===== config.mk =====
export PLATFORM = sky130hd
export DESIGN_NAME = source_map_vlq_segment_encoder_core
export DESIGN_NICKNAME = d
export VERILOG_FILES = /design/src/sv/smvlq_pkg.sv /design/src/sv/source_map_vlq_segment_encoder_core.sv /design/src/sv/smvlq_ctrl.sv /design/src/sv/smvlq_dp.sv
export SDC_FILE = /design/constraint.sdc
export NUM_CORES = 1
export LEC_CHECK = 0
export BUFFER_PORTS_ARGS = -buffer_cell sky130_fd_sc_hd__buf_4
export CAP_MARGIN = 10
export CORE_ASPECT_RATIO = 1.25
export CORE_MARGIN = 10
export CORE_UTILIZATION = 65
export CTS_BUF_LIST = sky130_fd_sc_hd__clkbuf_2
export CTS_CLUSTER_DIAMETER = 100
export CTS_CLUSTER_SIZE = 14
export DETAILED_ROUTE_END_ITERATION = 7
export GPL_TIMING_DRIVEN = 0
export MAX_ROUTING_LAYER = met4
export PLACE_DENSITY = 0.95
export SLEW_MARGIN = 0
export SYNTH_ARGS = -nofsm -noshare
export SYNTH_HDL_FRONTEND = slang
export SYNTH_SLANG_ARGS = --single-unit
export TNS_END_PERCENT = 5

===== constraint.sdc =====
create_clock -name aclk -period 9.3 [get_ports aclk]
set_input_delay 0.93 -clock aclk [delete_from_list [all_inputs] [get_ports aclk]]
set_output_delay 0.93 -clock aclk [all_outputs]
set_load 0.05 [all_outputs]

===== src/sv/smvlq_pkg.sv =====
package smvlq_pkg;

    localparam int DIGIT_BITS = 5;
    localparam logic [7:0] CHAR_SEMI = 8'h3B;
    localparam logic [1:0] LAST_NUM = 2'd3;

    typedef struct packed {
        logic start_seg;
        logic start_semi;
        logic clear_start;
        logic advance;
    } cmd_t;

    typedef struct packed {
        logic enable;
        logic at_line_start;
        logic last;
    } stat_t;

    function automatic logic [7:0] b64_char(input logic [5:0] v);
        logic [7:0] c;
        if (v < 6'd26) begin
            c = 8'h41 + {2'b00, v};
        end else if (v < 6'd52) begin
            c = 8'h61 + {2'b00, v} - 8'd26;
        end else if (v < 6'd62) begin
            c = 8'h30 + {2'b00, v} - 8'd52;
        end else if (v == 6'd62) begin
            c = 8'h2B;
        end else begin
            c = 8'h2F;
        end
        return c;
    endfunction

endpackage


===== src/sv/source_map_vlq_segment_encoder_core.sv =====
// channel  dir  handshake                 payload
// s_       in   s_tvalid / s_tready       s_tdata: file, line, column; s_tuser: opcode
// m_       out  m_tvalid / m_tready       m_tdata: char; m_tlast: last char of the event
// apb      in   psel / penable / pready   reg 0 at 0x0: enable
//
// one event at a time; an input beat is taken only while no character is pending
// a line-start location gives 4 to 14 characters, one per cycle while m_tready is high, set by the
// digit sequencer that walks four numbers (a zero, then the three folded ones) 5 bits at a time
// end of line gives one ';' beat, other locations none
// aresetn is synchronous, active low; m_tready low holds the current character
module source_map_vlq_segment_encoder_core
    import smvlq_pkg::*;
#(
    parameter int FILE_BITS = 16,
    parameter int LINE_BITS = 24,
    parameter int COLUMN_BITS = 16
) (
    input  logic        aclk,
    input  logic        aresetn,
    input  logic        s_tvalid,
    output logic        s_tready,
    input  logic [55:0] s_tdata,   // file_index[15:0], line_number[39:16], column_number[55:40]
    input  logic        s_tuser,   // opcode
    output logic        m_tvalid,
    input  logic        m_tready,
    output logic [7:0]  m_tdata,   // out_char
    output logic        m_tlast,
    input  logic        psel,
    input  logic        penable,
    input  logic        pwrite,
    input  logic [2:0]  paddr,
    input  logic [31:0] pwdata,
    output logic [31:0] prdata,
    output logic        pready
);

    cmd_t  cmd;
    stat_t stat;
    logic  enable;
    logic  cfg_wr;

    assign pready = 1'b1;
    assign cfg_wr = psel && penable && pwrite && pready && !paddr[2];
    assign prdata = paddr[2] ? 32'd0 : {31'd0, enable};

    smvlq_ctrl u_ctrl (
        .aclk     (aclk),
        .aresetn  (aresetn),
        .s_tvalid (s_tvalid),
        .s_tready (s_tready),
        .s_tuser  (s_tuser),
        .m_tvalid (m_tvalid),
        .m_tready (m_tready),
        .stat     (stat),
        .cmd      (cmd)
    );

    smvlq_dp #(
        .FILE_BITS   (FILE_BITS),
        .LINE_BITS   (LINE_BITS),
        .COLUMN_BITS (COLUMN_BITS)
    ) u_dp (
        .aclk          (aclk),
        .aresetn       (aresetn),
        .cmd           (cmd),
        .stat          (stat),
        .file_index    (s_tdata[15:0]),
        .line_number   (s_tdata[39:16]),
        .column_number (s_tdata[55:40]),
        .cfg_wr        (cfg_wr),
        .cfg_data      (pwdata[0]),
        .enable        (enable),
        .out_char      (m_tdata),
        .last_char     (m_tlast)
    );

    a_no_overlap: assert property (@(posedge aclk) disable iff (!aresetn)
        !(s_tready && m_tvalid))
        else $error("input taken while a character is pending");

    a_semi_last: assert property (@(posedge aclk) disable iff (!aresetn)
        (m_tvalid && (m_tdata == CHAR_SEMI)) |-> m_tlast)
        else $error("semicolon beat not marked last");

    a_back_idle: assert property (@(posedge aclk) disable iff (!aresetn)
        (m_tvalid && m_tready && m_tlast) |=> s_tready)
        else $error("not idle after last character");

    a_eol_emits: assert property (@(posedge aclk) disable iff (!aresetn)
        (s_tvalid && s_tready && s_tuser && enable) |=> (m_tvalid && m_tlast))
        else $error("end of line gave no semicolon");

endmodule


===== src/sv/smvlq_ctrl.sv =====
module smvlq_ctrl
    import smvlq_pkg::*;
(
    input  logic  aclk,
    input  logic  aresetn,
    input  logic  s_tvalid,
    output logic  s_tready,
    input  logic  s_tuser,
    output logic  m_tvalid,
    input  logic  m_tready,
    input  stat_t stat,
    output cmd_t  cmd
);

    localparam logic ST_IDLE = 1'b0;
    localparam logic ST_EMIT = 1'b1;

    logic state_reg;
    logic state_next;
    logic in_beat;

    assign s_tready = (state_reg == ST_IDLE);
    assign m_tvalid = (state_reg == ST_EMIT);
    assign in_beat  = s_tvalid && s_tready && stat.enable;

    always_comb begin
        state_next = state_reg;
        cmd = '0;
        case (state_reg)
            ST_IDLE: begin
                if (in_beat) begin
                    if (s_tuser) begin
                        cmd.start_semi = 1'b1;
                        state_next = ST_EMIT;
                    end else if (stat.at_line_start) begin
                        cmd.start_seg = 1'b1;
                        state_next = ST_EMIT;
                    end else begin
                        cmd.clear_start = 1'b1;
                    end
                end
            end
            ST_EMIT: begin
                if (m_tready) begin
                    cmd.advance = 1'b1;
                    if (stat.last) begin
                        state_next = ST_IDLE;
                    end
                end
            end
            default: state_next = ST_IDLE;
        endcase
    end

    always_ff @(posedge aclk) begin
        if (!aresetn) begin
            state_reg <= ST_IDLE;
        end else begin
            state_reg <= state_next;
        end
    end

endmodule


===== src/sv/smvlq_dp.sv =====
module smvlq_dp
    import smvlq_pkg::*;
#(
    parameter int FILE_BITS = 16,
    parameter int LINE_BITS = 24,
    parameter int COLUMN_BITS = 16
) (
    input  logic        aclk,
    input  logic        aresetn,
    input  cmd_t        cmd,
    output stat_t       stat,
    input  logic [15:0] file_index,
    input  logic [23:0] line_number,
    input  logic [15:0] column_number,
    input  logic        cfg_wr,
    input  logic        cfg_data,
    output logic        enable,
    output logic [7:0]  out_char,
    output logic        last_char
);

    localparam int MAXB_FL = (FILE_BITS > LINE_BITS) ? FILE_BITS : LINE_BITS;
    localparam int MAXB = (MAXB_FL > COLUMN_BITS) ? MAXB_FL : COLUMN_BITS;
    localparam int W = MAXB + 1;

    logic                  enable_reg;
    logic                  at_start_reg;
    logic                  semi_reg;
    logic [1:0]            num_reg;
    logic [W-1:0]          cur_reg;
    logic [W-1:0]          fold_reg [0:2];
    logic [FILE_BITS-1:0]  prev_file_reg;
    logic [LINE_BITS-1:0]  prev_line_reg;
    logic [COLUMN_BITS-1:0] prev_col_reg;

    logic [FILE_BITS-1:0]  f_val;
    logic [LINE_BITS-1:0]  l_val;
    logic [COLUMN_BITS-1:0] c_val;
    logic [31:0]           line_m1;
    logic [W-1:0]          fold_f;
    logic [W-1:0]          fold_l;
    logic [W-1:0]          fold_c;
    logic [W-1:0]          cur_shift;
    logic                  more;
    logic [4:0]            digit;

    function automatic logic [W-1:0] fold(input logic [MAXB-1:0] c,
                                          input logic [MAXB-1:0] p);
        logic            ge;
        logic [MAXB-1:0] mag;
        ge = (c >= p);
        mag = ge ? (c - p) : (p - c);
        return {mag, ~ge};
    endfunction

    assign f_val   = FILE_BITS'(32'(file_index));
    assign line_m1 = 32'(line_number) - 32'd1;
    assign l_val   = LINE_BITS'(line_m1);
    assign c_val   = COLUMN_BITS'(32'(column_number));

    assign fold_f = fold(MAXB'(f_val), MAXB'(prev_file_reg));
    assign fold_l = fold(MAXB'(l_val), MAXB'(prev_line_reg));
    assign fold_c = fold(MAXB'(c_val), MAXB'(prev_col_reg));

    assign cur_shift = cur_reg >> DIGIT_BITS;
    assign more      = |cur_shift;
    assign digit     = 5'(cur_reg);

    assign out_char  = semi_reg ? CHAR_SEMI : b64_char({more, digit});
    assign last_char = semi_reg || (!more && (num_reg == LAST_NUM));

    assign enable             = enable_reg;
    assign stat.enable        = enable_reg;
    assign stat.at_line_start = at_start_reg;
    assign stat.last          = last_char;

    always_ff @(posedge aclk) begin
        if (!aresetn) begin
            enable_reg    <= 1'b1;
            at_start_reg  <= 1'b1;
            prev_file_reg <= '0;
            prev_line_reg <= '0;
            prev_col_reg  <= '0;
        end else begin
            if (cfg_wr) begin
                enable_reg <= cfg_data;
            end
            if (cmd.start_semi) begin
                at_start_reg <= 1'b1;
            end else if (cmd.start_seg || cmd.clear_start) begin
                at_start_reg <= 1'b0;
            end
            if (cmd.start_seg) begin
                prev_file_reg <= f_val;
                prev_line_reg <= l_val;
                prev_col_reg  <= c_val;
            end
        end
    end

    always_ff @(posedge aclk) begin
        if (cmd.start_seg) begin
            semi_reg    <= 1'b0;
            num_reg     <= 2'd0;
            cur_reg     <= '0;
            fold_reg[0] <= fold_f;
            fold_reg[1] <= fold_l;
            fold_reg[2] <= fold_c;
        end else if (cmd.start_semi) begin
            semi_reg <= 1'b1;
        end else if (cmd.advance) begin
            if (more) begin
                cur_reg <= cur_shift;
            end else begin
                num_reg     <= num_reg + 2'd1;
                cur_reg     <= fold_reg[0];
                fold_reg[0] <= fold_reg[1];
                fold_reg[1] <= fold_reg[2];
            end
        end
    end

endmodule

==> results of run 1 <==
## metrics by stage
step	worst slack, ns	area [sq um]	power (W)	util, %	hold slack (ns)
after floorplan	4.54	12600	0.00143	-	0.418
after global placement	3.52	13500	0.00162	71.4	0.426
after detailed placement	3.46	13500	0.00164	71.5	0.446
after CTS	4.06	13700	0.00202	72.7	0.307
after global routing	3.65	13700	0.00215	72.8	0.305
final	4.00	13700	0.00204	72.8	0.331
## how the worst min path moves through the flow
stage	startpoint	endpoint
6_report	s_tdata[16]	u_dp.prev_line_reg[0]
5_1_grt	s_tdata[16]	u_dp.prev_line_reg[0]
4_1_cts	s_tdata[16]	u_dp.prev_line_reg[0]
3_5_place_dp	u_dp.fold_reg[0][19]	u_dp.cur_reg[19]
3_3_place_gp	u_dp.fold_reg[0][19]	u_dp.cur_reg[19]
2_1_floorplan	u_dp.fold_reg[0][17]	u_dp.cur_reg[17]
## routing by layer
layer / global-route usage, % / vias up / part of all wire (%)
li1: - / 5628 / -
met1: 32.0 / 5471 / 40
met2: 47.3 / 444 / 51
met3: 3.28 / 84 / 5.5
met4: 11.3 / 0 / 3.4
met5: - / - / 0
## report_power, final
group          internal [W]  leakage (nW)  switching [W]
Sequential         0.000796          1.34      0.0000459
Clock              0.000125         0.137       0.000263
Combinational      0.000306          4.39       0.000502
Total               0.00123          5.86       0.000811
## synth_stat cells, types with 31 or more instances
cell	instances	area [sq um]
sky130_fd_sc_hd__ha_1	117	1460
sky130_fd_sc_hd__a211oi_1	36	270
sky130_fd_sc_hd__clkbuf_1	50	188
sky130_fd_sc_hd__xor2_1	31	272
sky130_fd_sc_hd__nor2_1	105	394
sky130_fd_sc_hd__a21o_1	53	398
sky130_fd_sc_hd__a21oi_1	180	901
sky130_fd_sc_hd__o21ai_0	84	420
sky130_fd_sc_hd__nand2_1	179	672
sky130_fd_sc_hd__inv_1	144	541
sky130_fd_sc_hd__buf_4	38	285
sky130_fd_sc_hd__edfxtp_1	68	2040
sky130_fd_sc_hd__xnor2_1	38	333
sky130_fd_sc_hd__dfxtp_1	87	1740
## cells by family (layout without fill, tap and decap cells)
family | count (synthesis) | after routing | share of synthesized area (%)
AND/OR/NAND/NOR | 424 | 424 | 15.5
adder cells (fa/ha/maj) | 123 | 123 | 12.7
other | 2 | 33 | 0.0602
flip-flops | 155 | 155 | 30.3
multiplexers | 36 | 36 | 2.98
buffers and inverters | 258 | 369 | 9.18
AO/OA/AOI/OAI | 483 | 483 | 24.4
XOR/XNOR | 69 | 69 | 4.85
## final cells by class
class | count | share of cell area [%]
clock buffer | 20 | 0.730
buffer | 112 | 4.35
antenna | 1 | 0.0182
clock inverter | 12 | 0.921
tap | 232 | 2.12
multi-input combinational | 1167 | 55.8
inverter | 146 | 4.00
timing repair buffer | 79 | 4.44
sequential | 155 | 27.6
## critical path, stage by stage (launching register included)
cell                       delay [ns]
sky130_fd_sc_hd__dfxtp_1         0.41
sky130_fd_sc_hd__nor4_1          0.28
sky130_fd_sc_hd__nand3_1         0.11
sky130_fd_sc_hd__nor2_1          0.27
sky130_fd_sc_hd__clkbuf_1        0.41
sky130_fd_sc_hd__buf_1           0.53
sky130_fd_sc_hd__ha_1            0.25
sky130_fd_sc_hd__inv_1           0.05
sky130_fd_sc_hd__o21ai_1         0.52
sky130_fd_sc_hd__nor2_1          0.14
sky130_fd_sc_hd__o21ai_0         0.19
sky130_fd_sc_hd__a21oi_1         0.08
sky130_fd_sc_hd__o21bai_1        0.14
sky130_fd_sc_hd__buf_4           0.22
==> load_flow_metrics.sql, run 1 <==
INSERT INTO impl_metrics (metric_group, metric, value, unit) VALUES
('outcome', 'status', 'completed', ''),
('job', 'maxCapViolations', '0', ''),
('finish', 'layoutNonFillerInstCount', '1924', ''),
('finish', 'largest_register_ff_count', '68', ''),
('setup_path', 'reg2reg_depth', '12', ''),
('logic_synthesis', 'synth-seq-cells', '155', ''),
('setup_path', 'end_kind', 'primary output', ''),
('setup_path', 'worstReg2RegStart', 'u_dp.prev_line_reg[21]', ''),
('setup_path', 'maximum_net_fanout_on_the_critical_path', '11', ''),
('cts', 'cts_inserted_buffers', '17', ''),
('place', 'dp_cells', '1890', ''),
('global_route', 'grt_antenna_before_repair', '1', ''),
('setup_path', 'arrival_time_reported_for_the_critical_path_endpoint', '4.37', 'ns'),
('global_route', 'gr_usage_total', '27.7', '%'),
('drt', 'final_antenna_net_count', '0', ''),
('cts', 'cts_repair_resize_count', '0', ''),
('cts', 'tritoncts_num_sinks', '155', ''),
('floorplanning', 'chipHeight', '175', 'microns'),
('sta', 'timing_max_transition_violations_final', '0', ''),
('cts', 'cts_tree', 'done', ''),
('logic_synthesis', 'synthesized_area_divided_by_synthesized_cell_count', '8.05', 'sq um'),
('logic_synthesis', 'synth_top_flop_cell', 'sky130_fd_sc_hd__dfxtp_1', ''),
('global_route', 'first_global_vias', '11200', ''),
('drt', 'dr_total_vias', '11600', ''),
('place', 'dp_hpwl', '27000', 'microns'),
('setup_path', 'regToRegEndpoint', 'u_dp.fold_reg[0][35]', ''),
('global_route', 'grt.overflow.total', '0', ''),
('sta', 'slew_headroom', '48.7', '%'),
('cts', 'worst_skew_pair.late_latency', '0.77', 'ns'),
('cts', 'cts_hold_repair.buffers', '0', ''),
('logic_synthesis', 'synthArstFlopShare', '0', '%'),
('sta', 'final_setup_violation_count', '0', ''),
('place', 'port_buffers', '77', ''),
('logic_synthesis', 'number_of_flops_mapped_to_enable_cells_by_yosys', '68', ''),
('floorplanning', 'floorplan.die_area', '0.0252', 'sq mm'),
('cts', 'clk_transition_reported_paths', '0.26', 'ns'),
('logic_synthesis', 'synth_area', '0.0125', 'sq mm'),
('cts', 'cts-htree-levels', '4', ''),
('pwr', 'total_leakage_power', '5.86', 'nW'),
('floorplanning', 'design.core.area', '0.0188', 'sq mm'),
('setup_path', 'critPathKind', 'flip-flop to primary output', ''),
('finish', 'drive_gt1_share', '11.3', '%'),
('drt', 'wl_per_cell', '17.7', 'microns'),
('setup_path', 'setup.reg_to_reg.worst_slack', '5.88', 'ns'),
('finish', 'layout.cells.most_common_list', 'sky130_fd_sc_hd__a21oi_1, sky130_fd_sc_hd__nand2_1, sky130_fd_sc_hd__inv_1', ''),
('pwr', 'power.density', '148', 'mW/mm^2'),
('setup_path', 'worst_ep_required_time', '8.37', 'ns'),
('setup_path', 'critical_path.endpoint', 'm_tdata[3]', ''),
('setup_path', 'startpoint_type', 'flip-flop', ''),
('floorplanning', 'die_w', '144', 'microns'),
('worst_hold_path', 'worstHoldPathType', 'primary input to flip-flop', ''),
('sta', 'hold_viol', '0', ''),
('cts', 'cts-root-to-sink-buffers', '2', ''),
('logic_synthesis', 'synthCells', '1550', ''),
('floorplanning', 'floorplan.initialDensity', '66.2', '%'),
('sta', 'rsz0062_at_grt', 'false', ''),
('sta', 'finalClockSkew', '0.0425', 'ns'),
('drt', 'postRouteWirelength', '34100', 'microns'),
('drt', 'drtIter0Drc', '995', ''),
('finish', 'fill_cells', '1503', ''),
('floorplanning', 'rows', '56', ''),
('sta', 'layout_worst_path_cycle_share', '57.0', '%'),
('cts', 'cts_root_buffer', 'sky130_fd_sc_hd__clkbuf_2', ''),
('sta', 'totalNegativeSetupSlack', '0', 'ns'),
('cts', 'postCtsSetupBuffers', '0', ''),
('worst_hold_path', 'hold_path_cell_cnt', '2', ''),
('drt', 'drt-vias-per-instance', '6.04', ''),
('pwr', 'irDropWorstVdd', '0.000102', 'V'),
('drt', 'drcViolationCount', '0', ''),
('logic_synthesis', 'total_of_warnings_raised_by_yosys', '0', ''),
('finish', 'areaGrowthSynthToFinish', '9.97', '%');
Power figures use the tool's default switching activity.
==> inputs of run 2 (changes only) <==
Settings changed: ABC_AREA set to 1, CORE_UTILIZATION 65 to 62.
Clock period 9.3 ns to 5.14 ns, I/O delays scaled along.
==> load_flow_metrics.sql, run 2 <==
INSERT INTO impl_metrics (metric_group, metric, value, unit) VALUES
('outcome', 'status', 'completed', ''),
('logic_synthesis', 'most_numerous_cell_in_the_yosys_netlist', 'sky130_fd_sc_hd__nand2_1', ''),
('pwr', 'irDropWorstVdd', '0.000231', 'V'),
('sta', 'final_setup_violation_count', '0', ''),
('logic_synthesis', 'synth_seq_area_share', '29.3', '%'),
('floorplanning', 'floorplan.initialDensity', '63.5', '%'),
('cts', 'cts_inserted_buffers', '17', ''),
('logic_synthesis', 'number_of_flops_mapped_to_enable_cells_by_yosys', '68', ''),
('sta', 'finalClockSkew', '0.0602', 'ns'),
('logic_synthesis', 'synthArstFlopShare', '0', '%'),
('logic_synthesis', 'synth_largest_area_cell', 'sky130_fd_sc_hd__edfxtp_1', ''),
('logic_synthesis', 'synthCells', '1808', ''),
('drt', 'drtIter0Drc', '983', ''),
('logic_synthesis', 'post_synth_most_frequent_cells', 'sky130_fd_sc_hd__nand2_1, sky130_fd_sc_hd__inv_1, sky130_fd_sc_hd__a21oi_1', ''),
('cts', 'cts_tree', 'done', ''),
('place', 'dp_cells', '2185', ''),
('global_route', 'grt_antenna_before_repair', '1', ''),
('sta', 'slew_headroom', '34.2', '%'),
('drt', 'drt-vias-per-instance', '5.67', ''),
('drt', 'detailed_route_wire_length_on_metal_1', '14800', 'microns'),
('cts', 'tritoncts_num_sinks', '155', ''),
('job', 'maxCapViolations', '0', ''),
('setup_path', 'setup.reg_to_reg.worst_slack', '1.65', 'ns'),
('setup_path', 'timing.critical_path.cells', 'dlygate4sd3_1 -> buf_4 -> inv_1 -> ha_1 -> nand3_1 -> nor2_2 -> nand2_1 -> nor2_2 -> nand2_1 -> o21ai_0 -> nand2_1 -> ha_1 -> nand2_1 -> nor3_1 -> nand2_1 -> nor2_1 -> nand2_1 -> nand3_2 -> buf_4 -> nand2_1 -> nand2_1 -> xor2_1 -> nor2_1 -> nor2_1', ''),
('setup_path', 'cpMostUsedCell', 'sky130_fd_sc_hd__nand2_1', ''),
('finish', 'layout.cells.most_common', 'sky130_fd_sc_hd__nand2_1', ''),
('global_route', 'first_global_vias', '12600', ''),
('logic_synthesis', 'netlist.area_leader.share', '15.8', '%'),
('sta', 'totalNegativeSetupSlack', '0', 'ns'),
('pwr', 'pwr-share-seq', '39.2', '%'),
('pwr', 'total_leakage_power', '6.96', 'nW'),
('worst_hold_path', 'worstHoldPathType', 'primary input to flip-flop', ''),
('worst_hold_path', 'hold_path_cell_cnt', '3', ''),
('finish', 'finish.net_count', '2191', ''),
('drt', 'detailed_routed_wire_length_on_met2', '18400', 'microns'),
('sta', 'timing.final.crit_period', '4.30', 'ns'),
('setup_path', 'worst_ep_required_time', '5.68', 'ns'),
('sta', 'max_freq', '233', 'MHz'),
('setup_path', 'maximum_net_fanout_on_the_critical_path', '10', ''),
('global_route', 'grt_first_pass_wirelength', '60000', 'microns'),
('setup_path', 'critPathKind', 'primary input to flip-flop', ''),
('sta', 'hold_viol', '0', ''),
('pwr', 'net_sw_power', '0.00170', 'W'),
('cts', 'postCtsSetupBuffers', '0', ''),
('floorplanning', 'die_w', '149', 'microns'),
('logic_synthesis', 'synth_top_flop_cell', 'sky130_fd_sc_hd__dfxtp_1', ''),
('global_route', 'grt.overflow.total', '0', ''),
('sta', 'layout_worst_path_cycle_share', '83.6', '%'),
('finish', 'layout.cells.most_common_list', 'sky130_fd_sc_hd__nand2_1, sky130_fd_sc_hd__inv_1, sky130_fd_sc_hd__a21oi_1', ''),
('cts', 'cts-root-to-sink-buffers', '2', ''),
('worst_hold_path', 'whs_endpoint', 'u_dp.prev_line_reg[13]', ''),
('floorplanning', 'rows', '58', ''),
('pwr', 'comb_power_share', '43.0', '%'),
('setup_path', 'reg2reg_depth', '6', ''),
('cts', 'cts-htree-levels', '4', ''),
('floorplanning', 'chipHeight', '181', 'microns'),
('sta', 'timing_max_transition_violations_final', '0', ''),
('place', 'routabilityCongestion', '0.995', ''),
('logic_synthesis', 'synth_area', '0.0129', 'sq mm'),
('worst_hold_path', 'hold_path_startpoint', 's_tdata[29]', ''),
('cts', 'clk_transition_reported_paths', '0.27', 'ns'),
('logic_synthesis', 'synthesized_area_divided_by_synthesized_cell_count', '7.14', 'sq um'),
('logic_synthesis', 'total_of_warnings_raised_by_yosys', '0', ''),
('pwr', 'power.internal', '0.00225', 'W'),
('drt', 'wl_per_cell', '16.5', 'microns'),
('floorplanning', 'ioPinCount', '143', ''),
('floorplanning', 'floorplan.die_area', '0.0270', 'sq mm'),
('sta', 'rsz0062_at_grt', 'false', ''),
('drt', 'detailedRoute.firstPassIterationCount', '8', ''),
('pwr', 'switching_share', '43.0', '%'),
('setup_path', 'timing.critical_path.slowest_cell_delay', '0.54', 'ns'),
('pwr', 'p_clk_share', '17.8', '%'),
('setup_path', 'end_kind', 'flip-flop', ''),
('pwr', 'power.density', '271', 'mW/mm^2'),
('drt', 'dr_total_vias', '12800', ''),
('finish', 'layoutNonFillerInstCount', '2253', ''),
('drt', 'route.top_layer_used', 'met4', ''),
('setup_path', 'startpoint_type', 'primary input', ''),
('global_route', 'grt_max_degree', '28', ''),
('cts', 'worst_skew_pair.late_latency', '0.79', 'ns'),
('drt', 'wl_met3', '2220', 'microns'),
('setup_path', 'arrival_time_reported_for_the_critical_path_endpoint', '4.84', 'ns'),
('finish', 'largest_register_ff_count', '68', ''),
('global_route', 'gr_usage_total', '27.6', '%'),
('drt', 'drcViolationCount', '0', ''),
('place', 'port_buffers', '76', ''),
('logic_synthesis', 'synth_area_leaders', 'sky130_fd_sc_hd__edfxtp_1, sky130_fd_sc_hd__dfxtp_1, sky130_fd_sc_hd__ha_1', ''),
('place', 'dp_hpwl', '29200', 'microns'),
('finish', 'areaGrowthSynthToFinish', '12.7', '%'),
('setup_path', 'regToRegEndpoint', 'u_dp.fold_reg[0][20]', ''),
('cts', 'cts_root_buffer', 'sky130_fd_sc_hd__clkbuf_2', ''),
('logic_synthesis', 'synth.distinct_cells', '59', ''),
('floorplanning', 'design.core.area', '0.0203', 'sq mm'),
('logic_synthesis', 'synth-seq-cells', '155', ''),
('sta', 'tightestPinTransition', '0.978', 'ns'),
('setup_path', 'critical-path-slowest-cell', 'sky130_fd_sc_hd__dlygate4sd3_1', ''),
('drt', 'final_antenna_net_count', '0', ''),
('setup_path', 'worstReg2RegStart', 'u_ctrl.m_tvalid', ''),
('drt', 'postRouteWirelength', '37100', 'microns'),
('finish', 'drive_gt1_share', '12.1', '%');
-- run 2: critical path: cells and delay by family --
| family | cells | cell delay [ns] |
|---|---|---|
| fa+ha+maj | 2 | 0.70 |
| compound gates | 1 | 0.17 |
| buf+inv | 4 | 1.09 |
| simple gates | 16 | 2.27 |
| xor+xnor | 1 | 0.07 |
-- run 2: stage by stage --
| step | power (W) | util [%] | hold slack [ns] | setup WS (ns) | area [sq um] |
|---|---|---|---|---|---|
| 2_1_floorplan | 0.00275 | - | 0.435 | 1.36 | 13000 |
| 3_3_place_gp | 0.00316 | 68.6 | 0.440 | 0.782 | 13900 |
| 3_5_place_dp | 0.00320 | 68.7 | 0.454 | 0.762 | 14000 |
| 4_1_cts | 0.00391 | 71.6 | 0.00664 | 1.01 | 14500 |
| 5_1_grt | 0.00419 | 71.6 | 0.0142 | 0.617 | 14600 |
| 6_report | 0.00395 | 71.6 | 0.0653 | 0.845 | 14600 |
-- run 2: routing by layer --
layer  global-route usage [%]  vias to the layer above
li1                         -                     6236
met5                        -                        -
met4                     13.7                        0
met2                     46.9                      525
met3                     4.25                      133
met1                     30.7                     5877
-- run 2: cell type report --
type                       instances  area (sq um)
multi-input combinational       1336          7730
antenna                            1          2.50
timing repair buffer             112           948
inverter                         245           920
tap                              270           338
fill                            1673          5770
sequential                       155          3780
buffer                           102           597
clock inverter                    15           153
clock buffer                      17          85.1
-- run 2: worst max path at each step --
| stage | slack [ns] | from | cells past startpoint | endpoint |
|---|---|---|---|---|
| 3_5_place_dp | 0.76 | s_tdata[16] | 23 | u_dp.fold_reg[0][39] |
| 6_report | 0.84 | s_tdata[16] | 24 | u_dp.fold_reg[0][39] |
| 2_1_floorplan | 1.36 | u_dp.cur_reg[7] | 11 | m_tdata[7] |
| 4_1_cts | 1.01 | u_dp.cur_reg[20] | 12 | m_tdata[7] |
| 3_3_place_gp | 0.78 | s_tdata[16] | 23 | u_dp.fold_reg[0][39] |
| 5_1_grt | 0.62 | s_tdata[16] | 25 | u_dp.fold_reg[0][43] |
-- run 2: cell families (layout without fill, tap and decap cells) --
family,Yosys count,after routing,share of synthesized area (%)
AO/OA/AOI/OAI,450,450,19.6
XOR/XNOR,84,84,5.70
adder cells (fa/ha/maj),123,123,12.3
buffers and inverters,347,491,11.7
flip-flops,155,155,29.3
other,2,33,0.0582
AND/OR/NAND/NOR,647,647,21.3
-- run 2: power groups by stage --
stage / Combinational (W) / Sequential (W) / Clock [W]
floorplan: 0.00120 / 0.00155 / 0
global placement: 0.00159 / 0.00157 / 0
detailed placement: 0.00163 / 0.00157 / 0
CTS: 0.00166 / 0.00154 / 0.000707
global route: 0.00186 / 0.00156 / 0.000765
finish: 0.00170 / 0.00155 / 0.000703
-- run 2: timing repair --
item / CTS / global route
endpoints found under the setup margin: 0 / 0
gates resized for setup: 0 / 0
hold buffers: 34 / 1
endpoints found under the hold margin: 34 / 1
==> inputs of run 3 (changes only) <==
Settings changed: CORE_UTILIZATION 62 to 56, PLACE_DENSITY 0.95 to 0.91.
Clock period 5.14 ns to 3.9 ns, I/O delays scaled along.
==> load_flow_metrics.sql, run 3 (same netlist as run 2, synthesis figures left out) <==
INSERT INTO impl_metrics (metric_group, metric, value, unit) VALUES
('outcome', 'status', 'completed', ''),
('pwr', 'post-layout-total-power', '0.00541', 'W'),
('pwr', 'power.density', '362', 'mW/mm^2'),
('setup_path', 'critical_path_depth', '12', ''),
('pwr', 'comb_power_share', '42.2', '%'),
('setup_path', 'critical-path-slowest-cell', 'sky130_fd_sc_hd__dfxtp_2', ''),
('cts', 'worst_skew_pair.late_latency', '0.86', 'ns'),
('drt', 'drcViolationCount', '0', ''),
('setup_path', 'arrival_time_reported_for_the_critical_path_endpoint', '3.30', 'ns'),
('drt', 'postRouteWirelength', '37700', 'microns'),
('floorplanning', 'rows', '62', ''),
('worst_hold_path', 'worstHoldPathType', 'primary input to flip-flop', ''),
('global_route', 'grt_antenna_before_repair', '1', ''),
('cts', 'cts-root-to-sink-buffers', '2', ''),
('finish', 'largest_register_ff_count', '68', ''),
('floorplanning', 'floorplan.initialDensity', '56.6', '%'),
('finish', 'layout.cells.most_common_list', 'sky130_fd_sc_hd__nand2_1, sky130_fd_sc_hd__inv_1, sky130_fd_sc_hd__a21oi_1', ''),
('cts', 'cts-htree-levels', '4', ''),
('sta', 'hold_viol', '0', ''),
('finish', 'finish.net_count', '2217', ''),
('cts', 'cts_tree', 'done', ''),
('setup_path', 'setup.reg_to_reg.worst_slack', '0.54', 'ns'),
('floorplanning', 'ioPinCount', '143', ''),
('sta', 'slew_headroom', '37.4', '%'),
('finish', 'drive_gt1_share', '12.8', '%'),
('sta', 'timing_max_transition_violations_final', '0', ''),
('finish', 'areaGrowthSynthToFinish', '15.8', '%'),
('finish', 'layout.cells.most_common', 'sky130_fd_sc_hd__nand2_1', ''),
('pwr', 'net_sw_power', '0.00229', 'W'),
('place', 'placement.setup.worst_slack', '-0.388', 'ns'),
('worst_hold_path', 'hold_path_cell_cnt', '3', ''),
('setup_path', 'end_kind', 'primary output', ''),
('setup_path', 'timing.critical_path.slowest_cell_delay', '0.40', 'ns'),
('setup_path', 'worst_ep_required_time', '3.51', 'ns'),
('pwr', 'switching_share', '42.3', '%'),
('cts', 'tritoncts_num_sinks', '155', ''),
('global_route', 'first_global_vias', '12700', ''),
('drt', 'wl_per_cell', '16.4', 'microns'),
('floorplanning', 'design.core.area', '0.0228', 'sq mm'),
('pwr', 'p_clk_share', '20.1', '%'),
('global_route', 'grt_max_degree', '30', ''),
('finish', 'fill_cells', '2000', ''),
('cts', 'clk_transition_reported_paths', '0.30', 'ns'),
('sta', 'finalClockSkew', '0.0646', 'ns'),
('pwr', 'total_leakage_power', '7.09', 'nW'),
('setup_path', 'maximum_net_fanout_on_the_critical_path', '11', ''),
('sta', 'max_freq', '271', 'MHz'),
('pwr', 'irDropWorstVdd', '0.000390', 'V'),
('floorplanning', 'die_w', '156', 'microns'),
('place', 'port_buffers', '76', ''),
('job', 'maxCapViolations', '0', ''),
('global_route', 'grt.overflow.total', '0', ''),
('sta', 'tightestPinTransition', '0.931', 'ns'),
('sta', 'layout_worst_path_cycle_share', '94.7', '%'),
('drt', 'dr_total_vias', '12900', ''),
('setup_path', 'startpoint_type', 'flip-flop', ''),
('cts', 'cts_root_buffer', 'sky130_fd_sc_hd__clkbuf_2', ''),
('drt', 'detailedRoute.firstPassIterationCount', '7', ''),
('drt', 'final_antenna_net_count', '0', ''),
('setup_path', 'critPathKind', 'flip-flop to primary output', ''),
('setup_path', 'timing.critical_path.cells', 'nor4_2 -> nand3_1 -> nor4_2 -> nand2_2 -> inv_4 -> buf_8 -> ha_1 -> nand2_1 -> nand2_4 -> nand2_2 -> o211ai_1 -> buf_4', ''),
('setup_path', 'timing.critical_path.buf_inv', '3', ''),
('sta', 'timing.final.crit_period', '3.69', 'ns'),
('drt', 'drtIter0Drc', '1064', ''),
('pwr', 'pwr-share-seq', '37.7', '%'),
('setup_path', 'critical-path-top-delay-family', 'simple AND/OR/NAND/NOR gates', ''),
('sta', 'final_setup_violation_count', '0', ''),
('global_route', 'gr_usage_total', '25.7', '%'),
('floorplanning', 'chipHeight', '190', 'microns'),
('cts', 'cts_inserted_buffers', '17', ''),
('setup_path', 'reg2reg_depth', '6', ''),
('drt', 'drt-vias-per-instance', '5.60', ''),
('pwr', 'power.internal', '0.00312', 'W'),
('place', 'routabilityCongestion', '1.03', ''),
('floorplanning', 'floorplan.die_area', '0.0296', 'sq mm'),
('sta', 'setup_slack', '0.207', 'ns'),
('place', 'dp_hpwl', '29000', 'microns'),
('global_route', 'grt_first_pass_wirelength', '60800', 'microns');
-- run 3: metrics by stage --
step	hold WS, ns	instance area (sq um)	TNS [ns]	std cells	util (%)
2_1_floorplan	0.435	13000	0	1838	-
3_3_place_gp	0.447	14000	-17.88	2202	61.2
3_5_place_dp	0.457	14000	-5.80	2203	61.3
4_1_cts	0.00325	14900	0	2294	65.1
5_1_grt	0.0306	14900	-0.112	2297	65.5
6_report	0.0224	14900	0	2297	65.5
-- run 3: routing by layer --
layer  up-vias  GRT usage, %  routed length [microns]
li1       6284             -                        -
met2       578          43.7                    18800
met5         -             -                        0
met1      5868          28.3                    14800
met3       128          4.36                     2460
met4         0          13.3                     1650
-- run 3: area by class of cell --
class / count / area, sq um / area share, %
Antenna cell: 1 / 2.50 / 0.0167
Buffer: 102 / 607 / 4.06
Clock buffer: 17 / 85.1 / 0.569
Clock inverter: 15 / 199 / 1.33
Inverter: 245 / 922 / 6.17
Multi-Input combinational cell: 1336 / 7780 / 52.1
Sequential cell: 155 / 3780 / 25.3
Tap cell: 288 / 360 / 2.41
Timing Repair Buffer: 138 / 1200 / 8.05
-- run 3: worst paths after layout --
path                         from                    end
max reg2reg       u_ctrl.m_tvalid   u_dp.fold_reg[0][32]
max               u_dp.cur_reg[7]             m_tdata[1]
min reg2reg  u_dp.fold_reg[0][22]       u_dp.cur_reg[22]
min                       aresetn  u_dp.prev_line_reg[1]
-- run 3: power groups by stage --
| stage | Sequential, W | Combinational [W] | Clock [W] |
|---|---|---|---|
| 3_3_place_gp | 0.00206 | 0.00211 | 0 |
| 4_1_cts | 0.00203 | 0.00221 | 0.00109 |
| 6_report | 0.00204 | 0.00228 | 0.00109 |
| 3_5_place_dp | 0.00207 | 0.00215 | 0 |
| 5_1_grt | 0.00206 | 0.00251 | 0.00115 |
| 2_1_floorplan | 0.00204 | 0.00159 | 0 |
-- run 3: what timing repair did --
| item | 4_1_cts | 5_1_grt |
|---|---|---|
| endpoints found under the setup margin | 6 | 27 |
| pin swaps | 0 | 4 |
| hold endpoints to repair | 53 | 0 |
| hold buffers | 59 | 0 |
| setup buffers | 0 | 2 |
| resized for setup | 2 | 21 |
-- run 3: worst min-delay path: stages --
cell,delay [ns]
sky130_fd_sc_hd__clkbuf_1,0.27
sky130_fd_sc_hd__o21ai_0,0.17
sky130_fd_sc_hd__a21oi_1,0.05
